$ cat src/design/pirs_pkg.sv
// package for the positional insert/remove stack
// holds the sizes, opcode and status codes, and the cell command type
// no dependencies
`timescale 1ns / 1ps
`default_nettype none

package pirs_pkg;

	localparam int DEPTH      = 16;
	localparam int ELEM_WIDTH = 32;
	localparam int IDX_W      = $clog2(DEPTH);
	localparam int CNT_W      = $clog2(DEPTH + 1);
	localparam int POS_W      = 4;
	localparam int CMP_W      = (CNT_W > POS_W) ? CNT_W : POS_W;

	typedef enum logic [2:0] {
		OP_PUSH     = 3'd0,
		OP_POP      = 3'd1,
		OP_INSERT   = 3'd2,
		OP_WITHDRAW = 3'd3,
		OP_CLEAR    = 3'd4
	} op_t;

	typedef enum logic [1:0] {
		ST_OK     = 2'd0,
		ST_FULL   = 2'd1,
		ST_EMPTY  = 2'd2,
		ST_BADPOS = 2'd3
	} status_t;

	typedef enum logic [1:0] {
		CMD_HOLD = 2'd0,
		CMD_INS  = 2'd1,
		CMD_DEL  = 2'd2
	} cmd_kind_t;

	typedef struct packed {
		cmd_kind_t        kind;
		logic [IDX_W-1:0] pos;
	} cell_cmd_t;

endpackage

`default_nettype wire

$ cat src/design/pirs_cell.sv
// one storage cell of the stack chain
// takes its left or right neighbor, the new word, or holds; uses pirs_pkg
`timescale 1ns / 1ps
`default_nettype none

module pirs_cell (
	input  wire logic                             clk,
	input  wire pirs_pkg::cell_cmd_t              cmd,
	input  wire logic [pirs_pkg::IDX_W-1:0]       idx,
	input  wire logic [pirs_pkg::ELEM_WIDTH-1:0]  value,
	input  wire logic [pirs_pkg::ELEM_WIDTH-1:0]  left,
	input  wire logic [pirs_pkg::ELEM_WIDTH-1:0]  right,
	output logic      [pirs_pkg::ELEM_WIDTH-1:0]  data_q
);

	always_ff @(posedge clk) begin
		unique case (cmd.kind)
			pirs_pkg::CMD_INS: begin
				if (idx == cmd.pos) begin
					data_q <= value;
				end else if (idx > cmd.pos) begin
					data_q <= left;
				end
			end
			pirs_pkg::CMD_DEL: begin
				// entries above the withdrawn one slide down
				if (idx >= cmd.pos) begin
					data_q <= right;
				end
			end
			default: begin
			end
		endcase
	end

endmodule

`default_nettype wire

$ cat src/design/positional_insert_remove_stack.sv
// top level of the positional insert/remove stack
// request decode, fill count, cell chain and result register; uses pirs_pkg, pirs_cell
//
// Usage:
//   Input channel (in_valid / in_stall) carries one request word: opcode,
//   push_value and position. Output channel (out_valid / out_stall) returns
//   exactly one result word per request: status, out_value, fill_level.
//   Push and insert at position p shift the cells at and above p up one
//   place; withdraw at p shifts the cells above p down one place. All cells
//   move together in the same clock, so one request is taken every cycle
//   while the input is not stalled. The result appears in the cycle after
//   the request is accepted. The result register sets the rate of one
//   request per cycle; the element returned is a single indexed read.
//   The input is stalled only while a result waits and the receiver
//   stalls; a result being taken frees the register for a new one in the
//   same cycle.
//   Reset empties the stack (fill count zero) and drops any pending
//   result. Cell contents are not cleared; cells at or above the fill
//   count are never returned.
`timescale 1ns / 1ps
`default_nettype none

module positional_insert_remove_stack (
	input  wire logic        clk,
	input  wire logic        arst_n,
	input  wire logic        in_valid,
	output logic             in_stall,
	input  wire logic [2:0]  opcode,
	input  wire logic [31:0] push_value,
	input  wire logic [3:0]  position,
	output logic             out_valid,
	input  wire logic        out_stall,
	output logic [1:0]       status,
	output logic [31:0]      out_value,
	output logic [4:0]       fill_level
);

	localparam int DEPTH = pirs_pkg::DEPTH;
	localparam int EW    = pirs_pkg::ELEM_WIDTH;
	localparam int IDX_W = pirs_pkg::IDX_W;
	localparam int CNT_W = pirs_pkg::CNT_W;
	localparam int CMP_W = pirs_pkg::CMP_W;

	logic [CNT_W-1:0]    fill_q;
	logic                out_valid_q;
	pirs_pkg::status_t   status_q;
	logic [31:0]         value_q;
	logic [4:0]          level_q;

	logic [EW-1:0]       cell_data [DEPTH];
	pirs_pkg::cell_cmd_t cmd;
	logic                accept;
	logic [CMP_W-1:0]    pos_w;
	logic [CMP_W-1:0]    fill_w;
	logic [IDX_W-1:0]    rd_idx;
	logic [EW-1:0]       rd_data;
	logic [EW-1:0]       elem_in;
	pirs_pkg::status_t   st_next;
	logic [31:0]         val_next;
	logic [CNT_W-1:0]    fill_next;

	assign in_stall = out_valid_q & out_stall;
	assign accept   = in_valid & ~in_stall;

	assign pos_w   = CMP_W'(position);
	assign fill_w  = CMP_W'(fill_q);
	assign elem_in = EW'(push_value);
	assign rd_data = cell_data[rd_idx];

	always_comb begin
		cmd.kind  = pirs_pkg::CMD_HOLD;
		cmd.pos   = IDX_W'(position);
		st_next   = pirs_pkg::ST_OK;
		val_next  = '0;
		fill_next = fill_q;
		rd_idx    = IDX_W'(position);
		unique case (pirs_pkg::op_t'(opcode))
			pirs_pkg::OP_PUSH: begin
				if (fill_q == CNT_W'(DEPTH)) begin
					st_next = pirs_pkg::ST_FULL;
				end else begin
					// push is an insert at the top
					cmd.kind  = pirs_pkg::CMD_INS;
					cmd.pos   = IDX_W'(fill_q);
					fill_next = fill_q + 1'b1;
				end
			end
			pirs_pkg::OP_POP: begin
				rd_idx = IDX_W'(fill_q - 1'b1);
				if (fill_q == '0) begin
					st_next = pirs_pkg::ST_EMPTY;
				end else begin
					val_next  = 32'(rd_data);
					fill_next = fill_q - 1'b1;
				end
			end
			pirs_pkg::OP_INSERT: begin
				if (fill_q == CNT_W'(DEPTH)) begin
					st_next = pirs_pkg::ST_FULL;
				end else if (pos_w > fill_w) begin
					st_next = pirs_pkg::ST_BADPOS;
				end else begin
					cmd.kind  = pirs_pkg::CMD_INS;
					fill_next = fill_q + 1'b1;
				end
			end
			pirs_pkg::OP_WITHDRAW: begin
				if (fill_q == '0) begin
					st_next = pirs_pkg::ST_EMPTY;
				end else if (pos_w >= fill_w) begin
					st_next = pirs_pkg::ST_BADPOS;
				end else begin
					cmd.kind  = pirs_pkg::CMD_DEL;
					val_next  = 32'(rd_data);
					fill_next = fill_q - 1'b1;
				end
			end
			pirs_pkg::OP_CLEAR: begin
				fill_next = '0;
			end
			default: begin
			end
		endcase
		if (!accept) begin
			cmd.kind = pirs_pkg::CMD_HOLD;
		end
	end

	for (genvar i = 0; i < DEPTH; i++) begin : g_cell
		logic [EW-1:0] left_w;
		logic [EW-1:0] right_w;
		if (i == 0) begin : g_lo
			assign left_w = cell_data[i];
		end else begin : g_lo
			assign left_w = cell_data[i-1];
		end
		if (i == DEPTH - 1) begin : g_hi
			assign right_w = cell_data[i];
		end else begin : g_hi
			assign right_w = cell_data[i+1];
		end
		pirs_cell u_cell (
			.clk    (clk),
			.cmd    (cmd),
			.idx    (IDX_W'(i)),
			.value  (elem_in),
			.left   (left_w),
			.right  (right_w),
			.data_q (cell_data[i])
		);
	end

	always_ff @(posedge clk or negedge arst_n) begin
		if (!arst_n) begin
			fill_q      <= '0;
			out_valid_q <= 1'b0;
		end else begin
			if (accept) begin
				fill_q      <= fill_next;
				out_valid_q <= 1'b1;
			end else if (!out_stall) begin
				out_valid_q <= 1'b0;
			end
		end
	end

	// result word, no reset needed
	always_ff @(posedge clk) begin
		if (accept) begin
			status_q <= st_next;
			value_q  <= val_next;
			level_q  <= 5'(fill_next);
		end
	end

	assign out_valid  = out_valid_q;
	assign status     = status_q;
	assign out_value  = value_q;
	assign fill_level = level_q;

endmodule

`default_nettype wire

$ cat config.mk
export PLATFORM = sky130hd
export DESIGN_NAME = positional_insert_remove_stack
export DESIGN_NICKNAME = d
export VERILOG_FILES = /design/src/design/pirs_pkg.sv /design/src/design/pirs_cell.sv /design/src/design/positional_insert_remove_stack.sv
export SDC_FILE = /design/constraint.sdc
export NUM_CORES = 1
export LEC_CHECK = 0
export BUFFER_PORTS_ARGS = -buffer_cell sky130_fd_sc_hd__clkbuf_2
export CORE_UTILIZATION = 40
export DETAILED_ROUTE_END_ITERATION = 8
export PLACE_DENSITY = 0.58
export SETUP_SLACK_MARGIN = 0.02
export SLEW_MARGIN = 30
export SYNTH_ARGS = -nofsm -noshare
export SYNTH_HDL_FRONTEND = slang
export SYNTH_SLANG_ARGS = --single-unit
$ cat constraint.sdc
create_clock -name clk -period 6.22 [get_ports clk]
set_clock_uncertainty 0.15 [all_clocks]
set_input_delay 1.244 -clock clk [delete_from_list [all_inputs] [get_ports clk]]
set_output_delay 1.244 -clock clk [all_outputs]
set_load 0.02 [all_outputs]
# Yosys cells after proc, flatten, opt, wreduce, memory -nomap -nowiden
# Index checks and enable logic that the tools add are counted.
word_totals:
  word_cells: 227
  reg_bits: 557
  output_inout_bits: 41
  in_bits: 43
classes:
  n_lt_le_gt_ge: 33
  muxes: 93
  n_eq_ne: 53
  n_reduce_logical: 21
  bitwise_logic: 4
  add_sub_neg: 2
op_table:
  columns: ["op", "n"]
  rows:
  - ["32-bit 2-to-1 mux", 51]
  - ["32-bit one-hot mux with 2 select lines", 16]
  - ["32-bit binary-select mux with 4-bit select", 1]
  - ["3-bit AND reduction", 15]
  - ["3-bit by 1-bit != test with 1-bit output, second input constant", 14]
  - ["5-bit 2-to-1 mux", 7]
  - ["2-bit by 1-bit != test with 1-bit output, second input constant", 17]
  - ["4-bit == test, first input constant", 8]
  - ["4-bit greater-than comparator, first input constant", 8]
  - ["4-bit greater-or-equal comparator, first input constant", 7]
  - ["5-bit one-hot mux with 5 select lines", 1]
  - ["3-bit by 4-bit == test with 1-bit output, first input constant", 4]
  - ["3-bit by 4-bit greater-or-equal comparator with 1-bit output, first input constant", 4]
  - ["3-bit by 4-bit greater-than comparator with 1-bit output, first input constant", 4]
  - ["2-bit 2-to-1 mux", 8]
  - ["2-bit by 4-bit == test with 1-bit output, first input constant", 2]
  - ["1-bit by 4-bit greater-or-equal comparator with 1-bit output, first input constant", 2]
  - ["2-bit by 4-bit greater-or-equal comparator with 1-bit output, first input constant", 2]
  - ["2-bit by 4-bit greater-than comparator with 1-bit output, first input constant", 2]
  - ["4-bit 2-to-1 mux", 2]
  - ["2-bit one-hot mux with 4 select lines", 1]
  - ["3-bit by 2-bit == test with 1-bit output, second input constant", 2]
  - ["2-bit one-hot mux with 3 select lines", 1]
  - ["5-bit by 1-bit adder with 5-bit output, second input constant", 1]
  - ["other kinds (20)", 26]

# Depth between registers and ports, before layout
# Gate-level depths: netlist (run 1).
logic_depth:
  depth_word: 9
  ltp_mapped: 18
  ltp_nobuf: 13

# Hierarchy
# Synthesis (run 1) repeated with hierarchy kept, for this count alone.
unflattened:
  hier_cells: 2890
  hier_area_um2: 33881.2
modules_own_cells:
  columns: ["mod", "instances", "seq_area_each_um2", "cells_each", "area_per_inst_um2"]
  rows:
  - ["pirs_cell", 16, 960.9, 153, 1754.2]
  - ["positional_insert_remove_stack", 1, 1321.3, 442, 5814.3]

# Worst setup path after synthesis (run 1)
# OpenSTA, ideal clock, no wires.
synth_path:
  kind: "in2reg"
  from: "input port position[0]"
  to: "register g_cell[12].u_cell.data_q[0] (netlist name), enable pin"
  t_required_ns: 5.629
  setup_time_ns: 0.441
  t_arrival_ns: 5.827
  path_slack_ns: -0.198
  n_path_buf: 4
  cell_stages: 13
  path_cell_list: "clkbuf_1 -> inv_1 -> ha_1 -> and3_1 -> clkbuf_1 -> a211o_1 -> clkbuf_1 -> nand2_1 -> nor2_1 -> ha_1 -> or2_2 -> buf_1 -> a31oi_1"
synth_via:
  elab_chain_len: 8
  word_cells_on_any_way: 19
  cone_classes: "order compare: 4; eq/ne: 5; mux: 8; reduce/logical: 2"
synth_lines:
  columns: ["element", "line", "text"]
  rows:
  - ["start, declared", "positional_insert_remove_stack.sv:30", "input wire logic [3:0] position,"]
  - ["4-bit by 5-bit greater-than comparator with 1-bit output / 4-bit by 5-bit greater-or-equal comparator with 1-bit output (equally long branches)", "positional_insert_remove_stack.sv:100, positional_insert_remove_stack.sv:110", null]
  - ["1-bit 2-to-1 mux / 2-bit 2-to-1 mux (equally long branches)", "positional_insert_remove_stack.sv:100, positional_insert_remove_stack.sv:110", null]
  - ["1-bit 2-to-1 mux / 2-bit 2-to-1 mux (equally long branches)", "positional_insert_remove_stack.sv:98, positional_insert_remove_stack.sv:108", null]
  - ["2-bit one-hot mux with 3 select lines", "positional_insert_remove_stack.sv:77", "unique case (pirs_pkg::op_t'(opcode))"]
  - ["2-bit 2-to-1 mux", "positional_insert_remove_stack.sv:124", "if (!accept) begin"]
  - ["2-bit by 1-bit == test with 1-bit output / 2-bit == test (equally long branches)", "pirs_cell.sv:17", "unique case (cmd.kind)"]
  - ["3-bit by 1-bit != test with 1-bit output (no source line) (tied with other cells)", null, null]
  - ["3-bit AND reduction (no source line) (*)", null, null]
  - ["end signal, assigned", "pirs_cell.sv:20", "data_q <= value;"]
  - ["end signal, assigned", "pirs_cell.sv:22", "data_q <= left;"]
  - ["end signal, assigned", "pirs_cell.sv:28", "data_q <= right;"]
  - ["end, declared", "pirs_cell.sv:13", "output logic [pirs_pkg::ELEM_WIDTH-1:0] data_q"]
# Every way passes the cells marked *; elsewhere a longest branch is shown, timed or not.
# A chain may end at the register's enable or synchronous reset.

# Worst setup path after layout (run 1)
layout_path:
  from: "register fill_q[3]"
  to: "register g_cell[7].u_cell.data_q[11] (netlist name), enable pin"
layout_via:
  elab_chain_len: 8
  word_cells_on_any_way: 21
  cone_classes: "order compare: 4; eq/ne: 6; mux: 8; reduce/logical: 3"
layout_lines:
  columns: ["element", "line", "text"]
  rows:
  - ["start, declared", "positional_insert_remove_stack.sv:44", "logic [CNT_W-1:0] fill_q;"]
  - ["start signal, assigned", "positional_insert_remove_stack.sv:159", "fill_q <= fill_next;"]
  - ["4-bit by 5-bit greater-than comparator with 1-bit output / 4-bit by 5-bit greater-or-equal comparator with 1-bit output (equally long branches)", "positional_insert_remove_stack.sv:100, positional_insert_remove_stack.sv:110", null]
  - ["1-bit 2-to-1 mux / 2-bit 2-to-1 mux (equally long branches)", "positional_insert_remove_stack.sv:100, positional_insert_remove_stack.sv:110", null]
  - ["1-bit 2-to-1 mux / 2-bit 2-to-1 mux (equally long branches)", "positional_insert_remove_stack.sv:98, positional_insert_remove_stack.sv:108", null]
  - ["2-bit one-hot mux with 3 select lines", "positional_insert_remove_stack.sv:77", null]
  - ["2-bit 2-to-1 mux", "positional_insert_remove_stack.sv:124", null]
  - ["2-bit by 1-bit == test with 1-bit output / 2-bit == test (equally long branches)", "pirs_cell.sv:17", null]
  - ["3-bit by 1-bit != test with 1-bit output (no source line) (tied with other cells)", null, null]
  - ["3-bit AND reduction (no source line) (*)", null, null]
  - ["end signal, assigned", "pirs_cell.sv:20", null]
  - ["end signal, assigned", "pirs_cell.sv:22", null]
  - ["end signal, assigned", "pirs_cell.sv:28", null]
  - ["end, declared", "pirs_cell.sv:13", null]
# Marked as above.

==> results of run 1 <==
[layout make-up]
| class | count | area share [%] |
|---|---|---|
| Sequential cell | 557 | 45.68 |
| Multi-Input combinational cell | 2443 | 41.66 |
| Clock buffer | 86 | 4.899 |
| Tap cell | 1060 | 3.629 |
| Timing Repair Buffer | 162 | 3.293 |
| Clock inverter | 28 | 0.6196 |
| Inverter | 18 | 0.1849 |
| Antenna cell | 5 | 0.03423 |
[sequential cells by signal, summed over array words and instances, names as in the netlist]
name                  count
fill_q                    5
status                    2
out_value                32
out_valid                 1
fill_level                5
g_cell.u_cell.data_q    512
[power by group through the flow]
| stage | logic, uW | clock network [uW] | registers [uW] |
|---|---|---|---|
| 6_report | 2690 | 3780 | 4790 |
| 5_1_grt | 2860 | 3950 | 4830 |
| 4_1_cts | 2650 | 3830 | 4790 |
| 3_5_place_dp | 2650 | 0 | 4860 |
| 3_3_place_gp | 2600 | 0 | 4860 |
| 2_1_floorplan | 1700 | 0 | 4810 |
[through the flow]
step / util, % / cells / area, um^2 / hold slack (ns) / power, uW
2_1_floorplan: - / 3315 / 33000 / 0.3784 / 6510
3_3_place_gp: 42.54 / 4239 / 34490 / 0.3684 / 7464
3_5_place_dp: 42.55 / 4239 / 34490 / 0.3601 / 7507
4_1_cts: 45.03 / 4353 / 36510 / 0.2880 / 11260
5_1_grt: 45.08 / 4359 / 36550 / 0.2996 / 11640
6_report: 45.08 / 4359 / 36550 / 0.3149 / 11270
[critical path, delay by kind of cell (launching register included)]
kind	cells	cell delay (ns)
and+or+nand+nor	7	2.01
buffers and inverters	3	0.90
adders and majority gates	2	0.89
DFF	1	0.82
AOI/OAI and AO/OA	1	0.31
[cell families after synthesis]
family / count (synthesis) / share of synthesized area [%]
compound gates: 689 / 12.11
xor+xnor: 2 / 0.05311
fa+ha+maj: 9 / 0.3414
buf+inv: 315 / 4.187
flops: 557 / 50.61
mux: 580 / 17.84
simple gates: 1163 / 14.85
[worst paths after layout]
kind / start / slack [ns] / end
max: fill_q[3]$_DFFE_PN0P_ / 0.88 / g_cell[7].u_cell.data_q[11]$_DFFE_PP_
min reg2reg: out_valid$_DFFE_PN0P_ / 0.37 / out_valid$_DFFE_PN0P_
min: arst_n / 0.31 / fill_q[1]$_DFFE_PN0P_
max reg2reg: fill_q[3]$_DFFE_PN0P_ / 0.88 / g_cell[7].u_cell.data_q[11]$_DFFE_PP_
min in group clk: out_valid$_DFFE_PN0P_ / 0.37 / out_valid$_DFFE_PN0P_
max in group asynchronous: arst_n / 5.45 / out_valid$_DFFE_PN0P_
[per-layer routing]
metal	share of wire (%)	GRT usage (%)	wire length, um	up-vias
met2	44	40.54	50200	1223
li1	-	-	-	11966
met4	2.7	7.487	3059	2
met5	0.011	0	13	-
met3	8.8	4.520	10110	181
met1	45	40.11	50870	12928
[cells in the final DEF, fill, tap and decap left out, types with 43 or more instances in the layout]
master	Yosys	final
sky130_fd_sc_hd__o21ai_1	483	483
sky130_fd_sc_hd__clkbuf_2	0	83
sky130_fd_sc_hd__edfxtp_1	551	551
sky130_fd_sc_hd__clkbuf_16	0	69
sky130_fd_sc_hd__mux2i_1	516	514
sky130_fd_sc_hd__nand3_1	146	146
sky130_fd_sc_hd__nand2_1	793	792
sky130_fd_sc_hd__buf_4	25	64
sky130_fd_sc_hd__nor2_1	88	87
sky130_fd_sc_hd__o21ai_0	43	43
sky130_fd_sc_hd__nand4_1	67	67
==> summary.md, run 1 <==
| Metric | Value |
|---|---|
| Result of the run | `completed` |
| Most repeated library cell on the critical path | `sky130_fd_sc_hd__nor2_1` |
| Placeable core area | `81070 um^2` |
| Lkg Pwr | `approximately 0.012 uW` |
| Number of nets with antenna violations after detailed routing | `0` |
| Arrival time reported for the critical path endpoint | `5.55 ns` |
| Leading post-synthesis cells by cell area | `sky130_fd_sc_hd__edfxtp_1, sky130_fd_sc_hd__mux2i_1, sky130_fd_sc_hd__nand2_1` |
| Post-cts gate resize count | `0` |
| Cell chain of the critical path | `inv_1, ha_1, and3b_1, and3_1, a211o_1, nand2_1, nor2_1, ha_2, nor2_1, nor2_1, or2_1, inv_2, buf_4` |
| Final critical delay including setup and external delays | `5.344 ns` |
| Total Wirelength | `114.3 mm` |
| Number of fill cells | `just under 8000` |
| Max Slew Vio Count | `0` |
| # DRC | `0` |
| EDFF count, synth | `551` |
| TritonRoute pass-1 iters | `6` |
| DR vias/cell | `6.033` |
| Ratio of final minimum period to clock period | `85.91%` |
| Number of buffers on the longest clock path | `3` |
| Tightest Hold Check Type | `primary input to async pin` |
| Final total negative setup slack | `0 ns` |
| Worst Max-Slew Pin Slew | `1.091 ns` |
| Slew Limit Headroom | `27.26%` |
| Die Span Y | `289.2 um` |
| Fmax | `187.1 MHz` |
| Pin count of the biggest net entering global routing | `248` |
| Instance count of the mapped netlist | `3315` |
| Clock network fraction of design power | `33.6%` |
| Area of the die | `83620 um^2` |
| Post-route worst setup slack | `0.8761 ns` |
| Cell type contributing the most total cell area after synthesis | `sky130_fd_sc_hd__edfxtp_1` |
| Crit-path slowest cell | `sky130_fd_sc_hd__dfrtp_1` |
| NumNets Final | `between 3000 and 4000` |
| Count of state elements after synthesis | `557` |
| Largest vdd supply drop | `308.7 uV` |
| Post-Syn Area | `32990 um^2` |
| Iter 0 DRT Violations | `3357` |
| Clock tree sinks | `between 500 and 600` |
| Total number of placement rows | `104` |
| Most frequent cell after synthesis | `sky130_fd_sc_hd__nand2_1` |
| Die X | `289.2 um` |
| Sequential fraction of design power | `42.6%` |
| I/O Buffers | `83` |
| Number of violations of the max-capacitance limit | `0` |
| Clock-pin slew on the worst setup and hold paths | `0.06 ns` |
| Capturing element type of the critical path | `flip-flop` |
| Initial cell density of the core | `around two fifths` |
| CTS tree | `done` |
| Routed via count | `26300` |
| Proportion of layout cells with a drive suffix above 1 | `10.05%` |
| Footprint of the flip-flops and latches | `16700 um^2` |
| Wire length of the first global-routing pass | `167.0 mm` |
| Required @ worst endpoint | `6.42 ns` |
| List of most frequent post-synthesis cells | `sky130_fd_sc_hd__nand2_1, sky130_fd_sc_hd__edfxtp_1, sky130_fd_sc_hd__mux2i_1, sky130_fd_sc_hd__o21ai_1, sky130_fd_sc_hd__clkbuf_1` |
| Mean cell area of the mapped netlist | `9.951 um^2` |
| Num ports | `84` |
| YS warnings | `0` |
| Leftover overflow at the end of global routing | `0` |
| Top flip-flop cell by instance count after synthesis | `sky130_fd_sc_hd__edfxtp_1` |
| Switching pwr | `3672 uW` |
| Setup repair after global routing missed its margin | `false` |
| Clock latency on the worst-skew pair | `0.61 ns` |
| Startpoint types | `flip-flop` |
| Multi-input logic area | `about 15000 um^2` |
| Power Dens Cells | `308.3 nW/um^2` |
| Part of the Yosys area used for sequential elements | `between 50% and 60%` |
| Async SR Flop Fraction | `between 1 and 1.5%` |
| Initial antenna violation count | `12` |
| Root cell of the clock tree | `sky130_fd_sc_hd__clkbuf_16` |
| Total global-route track usage | `27.06%` |
| Combinational cell fraction of total power | `23.9%` |
| Worst Reg2Reg Path Length in Cells | `13` |
| Syn Nets | `3367` |
| Dpl hpwl | `63.98 mm` |
| Final Setup Violations | `0` |
| Routed WL per cell | `between 20 and 30 um` |
| Clock buffer count from CTS | `67` |
| Area growth from synthesis to final layout | `10.79%` |
| Final hold violations | `0` |
| Synth unique cells | `58` |
| Pint | `around 7600 uW` |
| Largest stage delay, worst path | `0.82 ns` |
| Htree depth | `3` |
| Vias in the first global route | `approximately 24000` |
| Type of the worst setup path | `flip-flop to flip-flop` |
| Post-CTS setup buffer count | `0` |
| Sw Ratio | `32.59%` |
| Cts hold-fix bufs | `0` |
| Post-placement worst setup slack | `approximately 0.55 ns` |
| Biggest fanout along the worst timing path | `18` |
| Proportion of netlist area held by the largest area contributor | `50.16%` |
| Routability cong. | `around 0.86` |
(Power assumes the default switching activity.)
==> inputs of run 2 (changes only) <==
Settings changed: CORE_MARGIN from default to 1, SYNTH_HIERARCHICAL from default to 1.
==> summary.md, run 2 <==
| Metric | Value |
|---|---|
| Max FFs per register | `512 (unchanged)` |
| Type of the worst setup path | `flip-flop to flip-flop` |
| DR vias/cell | `5.908 (-2.1%)` |
| Clock buffer count from CTS | `61 (-9.0%)` |
| Clock latency on the worst-skew pair | `0.66 ns (+0.05 ns)` |
| Final total negative setup slack | `0 ns (unchanged)` |
| Final hold violations | `0 (unchanged)` |
| Cell type contributing the most total cell area after synthesis | `sky130_fd_sc_hd__edfxtp_1` |
| Htree depth | `2 (-1)` |
| Required @ worst endpoint | `6.33 ns (-0.09 ns)` |
| Ratio of final minimum period to clock period | `82.77% (-3.1 points)` |
| Most frequent cell after synthesis | `sky130_fd_sc_hd__edfxtp_1` |
| Part of the Yosys area used for sequential elements | `49.28% (-1.3 points)` |
| Sequential fraction of design power | `44.2% (+1.6 points)` |
| TritonRoute pass-1 iters | `7 (+1)` |
| Post-CTS setup buffer count | `0 (unchanged)` |
| List of most frequent post-synthesis cells | `sky130_fd_sc_hd__edfxtp_1, sky130_fd_sc_hd__a21oi_1, sky130_fd_sc_hd__nor2_1, sky130_fd_sc_hd__mux2i_1, sky130_fd_sc_hd__mux4_2` |
| I/O Buffers | `83 (unchanged)` |
| Mean cell area of the mapped netlist | `11.72 um^2 (+18%)` |
| Post-cts gate resize count | `0 (unchanged)` |
| Worst Max-Slew Pin Slew | `0.9803 ns (-0.1109 ns)` |
| Post-Syn Area | `33880 um^2 (+2.7%)` |
| Cts hold-fix bufs | `0 (unchanged)` |
| Initial cell density of the core | `40.49% (-0.21 points)` |
| CTS tree | `done` |
| Proportion of layout cells with a drive suffix above 1 | `14.70% (+4.6 points)` |
| Startpoint types | `flip-flop` |
| Final Setup Violations | `0 (unchanged)` |
| Instance count of the mapped netlist | `2890 (-13%)` |
| Async SR Flop Fraction | `1.077% (unchanged)` |
| Total global-route track usage | `24.66% (-2.4 points)` |
| Clock tree sinks | `557 (unchanged)` |
| Leftover overflow at the end of global routing | `0 (unchanged)` |
| Area growth from synthesis to final layout | `11.27%` |
| Total number of placement rows | `106 (+1.9%)` |
| Dpl hpwl | `71.86 mm (+12%)` |
| Max Slew Vio Count | `0 (unchanged)` |
| Pin count of the biggest net entering global routing | `65 (-74%)` |
| Synth unique cells | `54 (-6.9%)` |
| Area of the die | `85870 um^2 (+2.7%)` |
| Largest vdd supply drop | `280.8 uV (-9.0%)` |
| Tightest Hold Check Type | `primary input to async pin` |
| Vias in the first global route | `24059 (-1.1%)` |
| Final critical delay including setup and external delays | `5.149 ns (-0.1953 ns)` |
| NumNets Final | `3096 (-6.2%)` |
| Routed WL per cell | `25.80 um (-1.6%)` |
| Biggest fanout along the worst timing path | `32 (+14)` |
| Fmax | `194.2 MHz (+3.8%)` |
| Fin Hold WS | `0.2559 ns (-0.05898 ns)` |
| Wire length of the first global-routing pass | `158.4 mm (-5.1%)` |
| Leading post-synthesis cells by cell area | `sky130_fd_sc_hd__edfxtp_1, sky130_fd_sc_hd__mux2i_1, sky130_fd_sc_hd__mux4_2` |
| Placeable core area | `83690 um^2 (+3.2%)` |
| Routability cong. | `0.8804 (+2.6%)` |
| Result of the run | `completed` |
| Top flip-flop cell by instance count after synthesis | `sky130_fd_sc_hd__edfxtp_1` |
| Clock network fraction of design power | `32.9% (-0.7 points)` |
| EDFF count, synth | `551 (unchanged)` |
| Setup repair after global routing missed its margin | `false` |
| Lkg Pwr | `0.01640 uW (+34%)` |
| Count of state elements after synthesis | `557 (unchanged)` |
| Die X | `293.0 um (+1.3%)` |
| Root cell of the clock tree | `sky130_fd_sc_hd__clkbuf_16` |
| Pint | `7482 uW (-1.5%)` |
| Sw Ratio | `30.57% (-2.0 points)` |
| YS warnings | `6 (+6)` |
| Initial antenna violation count | `4 (-8)` |
| Number of violations of the max-capacitance limit | `0 (unchanged)` |
| Power Dens Cells | `285.9 nW/um^2 (-7.3%)` |
| Iter 0 DRT Violations | `2650 (-21%)` |
| Switching pwr | `3295 uW (-10%)` |
| Arrival time reported for the critical path endpoint | `5.26 ns (-0.29 ns)` |
| Proportion of netlist area held by the largest area contributor | `48.83% (-1.3 points)` |
| Capturing element type of the critical path | `flip-flop` |
| Clock-pin slew on the worst setup and hold paths | `0.07 ns (about the same)` |
| Slew Limit Headroom | `34.65% (+7.4 points)` |
| Number of buffers on the longest clock path | `3 (unchanged)` |
| Combinational cell fraction of total power | `22.9% (-1.0 points)` |
| Commonest non-fill, non-tap cell in the layout | `sky130_fd_sc_hd__edfxtp_1` |
| Num ports | `84 (unchanged)` |
| Routed via count | `24596 (-6.5%)` |
| Biggest register | `g_cell.u_cell/data_q` |
| Die Span Y | `293.0 um (+1.3%)` |
| # DRC | `0 (unchanged)` |
| Commonest cells after routing, fill and taps aside | `sky130_fd_sc_hd__edfxtp_1, sky130_fd_sc_hd__a21oi_1, sky130_fd_sc_hd__nor2_1` |
| Total Wirelength | `107.4 mm (-6.0%)` |
| Number of nets with antenna violations after detailed routing | `0 (unchanged)` |
run 2: cell count changes after synthesis, moves of 37 or more:
| cell | before | now |
|---|---|---|
| sky130_fd_sc_hd__nand2_1 | 793 | 52 |
| sky130_fd_sc_hd__a21oi_1 | 19 | 533 |
| sky130_fd_sc_hd__o21ai_1 | 483 | 1 |
| sky130_fd_sc_hd__nor2_1 | 88 | 529 |
| sky130_fd_sc_hd__clkbuf_1 | 228 | 40 |
| sky130_fd_sc_hd__nand3_1 | 146 | 7 |
| sky130_fd_sc_hd__mux4_2 | 0 | 127 |
| sky130_fd_sc_hd__buf_2 | 18 | 113 |
| sky130_fd_sc_hd__nand4_1 | 67 | 1 |
| sky130_fd_sc_hd__a22oi_1 | 0 | 62 |
| sky130_fd_sc_hd__ha_1 | 9 | 70 |
| sky130_fd_sc_hd__inv_1 | 15 | 73 |
| sky130_fd_sc_hd__buf_6 | 11 | 48 |
run 2: cell type report:
cell class / instances / area, um^2
Clock inverter: 24 / 230.2
Fill cell: 7653 / 45990
Clock buffer: 84 / 1664
Tap cell: 1134 / 1419
Multi-Input combinational cell: 2116 / 16210
Antenna cell: 1 / 2.502
Sequential cell: 557 / 16700
Inverter: 74 / 277.8
Timing Repair Buffer: 173 / 1202
run 2: kinds of logic after synthesis:
kind of cell | synth area share, %
fa+ha+maj | 2.585
other cells | 0.02217
mux | 23.73
simple gates | 8.616
xor+xnor | 0.4653
buf+inv | 4.616
flops | 49.28
compound gates | 10.68
run 2: layer usage:
layer  track usage, %  share of wire, %  vias to the layer above
met5                0             0.011                        -
met4            7.994               3.1                        2
met3            5.613                10                      184
met2            38.26                45                     1247
met1            34.10                42                    12150
li1                 -                 -                    11013
run 2: stage by stage:
step / area [um^2] / setup WS [ns] / cells / utilization (%) / power, uW
4_1_cts: 37660 / 1.075 / 4161 / 45.00 / 10820
6_report: 37700 / 1.071 / 4163 / 45.05 / 10780
3_3_place_gp: 35750 / 0.9524 / 4052 / 42.72 / 7203
3_5_place_dp: 35770 / 0.8499 / 4053 / 42.74 / 7272
2_1_floorplan: 34220 / 0.4535 / 2952 / - / 6499
5_1_grt: 37700 / 0.7959 / 4163 / 45.05 / 11170
run 2: power by group through the flow:
| stage | Clock [uW] | Sequential (uW) | Combinational, uW |
|---|---|---|---|
| final | 3540 | 4760 | 2470 |
| after global routing | 3730 | 4790 | 2660 |
| after CTS | 3610 | 4750 | 2450 |
| after detailed placement | 0 | 4830 | 2440 |
| after global placement | 0 | 4820 | 2380 |
| after floorplan | 0 | 4760 | 1740 |
run 2: path summary, 6_finish.rpt:
kind | startpoint | endpoint | slack, ns | cells after the start
max in group asynchronous | arst_n | fill_q[2]$_DFFE_PN0P_ | 5.47 | 1
hold / removal | arst_n | fill_q[1]$_DFFE_PN0P_ | 0.26 | 1
setup / recovery | fill_q[0]$_DFFE_PN0P_ | g_cell[6].u_cell/data_q[4]$_DFFE_PP_ | 1.07 | 11
hold reg to reg | out_valid$_DFFE_PN0P_ | out_valid$_DFFE_PN0P_ | 0.38 | 2
min in group clk | out_valid$_DFFE_PN0P_ | out_valid$_DFFE_PN0P_ | 0.38 | 2
setup reg to reg | fill_q[0]$_DFFE_PN0P_ | g_cell[6].u_cell/data_q[4]$_DFFE_PP_ | 1.07 | 11
run 2: critical path, stage by stage (launching register included):
cell                       delay, ns
sky130_fd_sc_hd__dfrtp_1        0.46
sky130_fd_sc_hd__clkinv_1       0.21
sky130_fd_sc_hd__ha_1           0.33
sky130_fd_sc_hd__nor3b_1        0.47
sky130_fd_sc_hd__nand2_1        0.19
sky130_fd_sc_hd__nand2_1        0.25
sky130_fd_sc_hd__a22o_1         0.82
sky130_fd_sc_hd__inv_1          0.11
sky130_fd_sc_hd__ha_1           0.40
sky130_fd_sc_hd__nand4_4        0.53
sky130_fd_sc_hd__a31oi_4        0.30
sky130_fd_sc_hd__buf_4          0.49
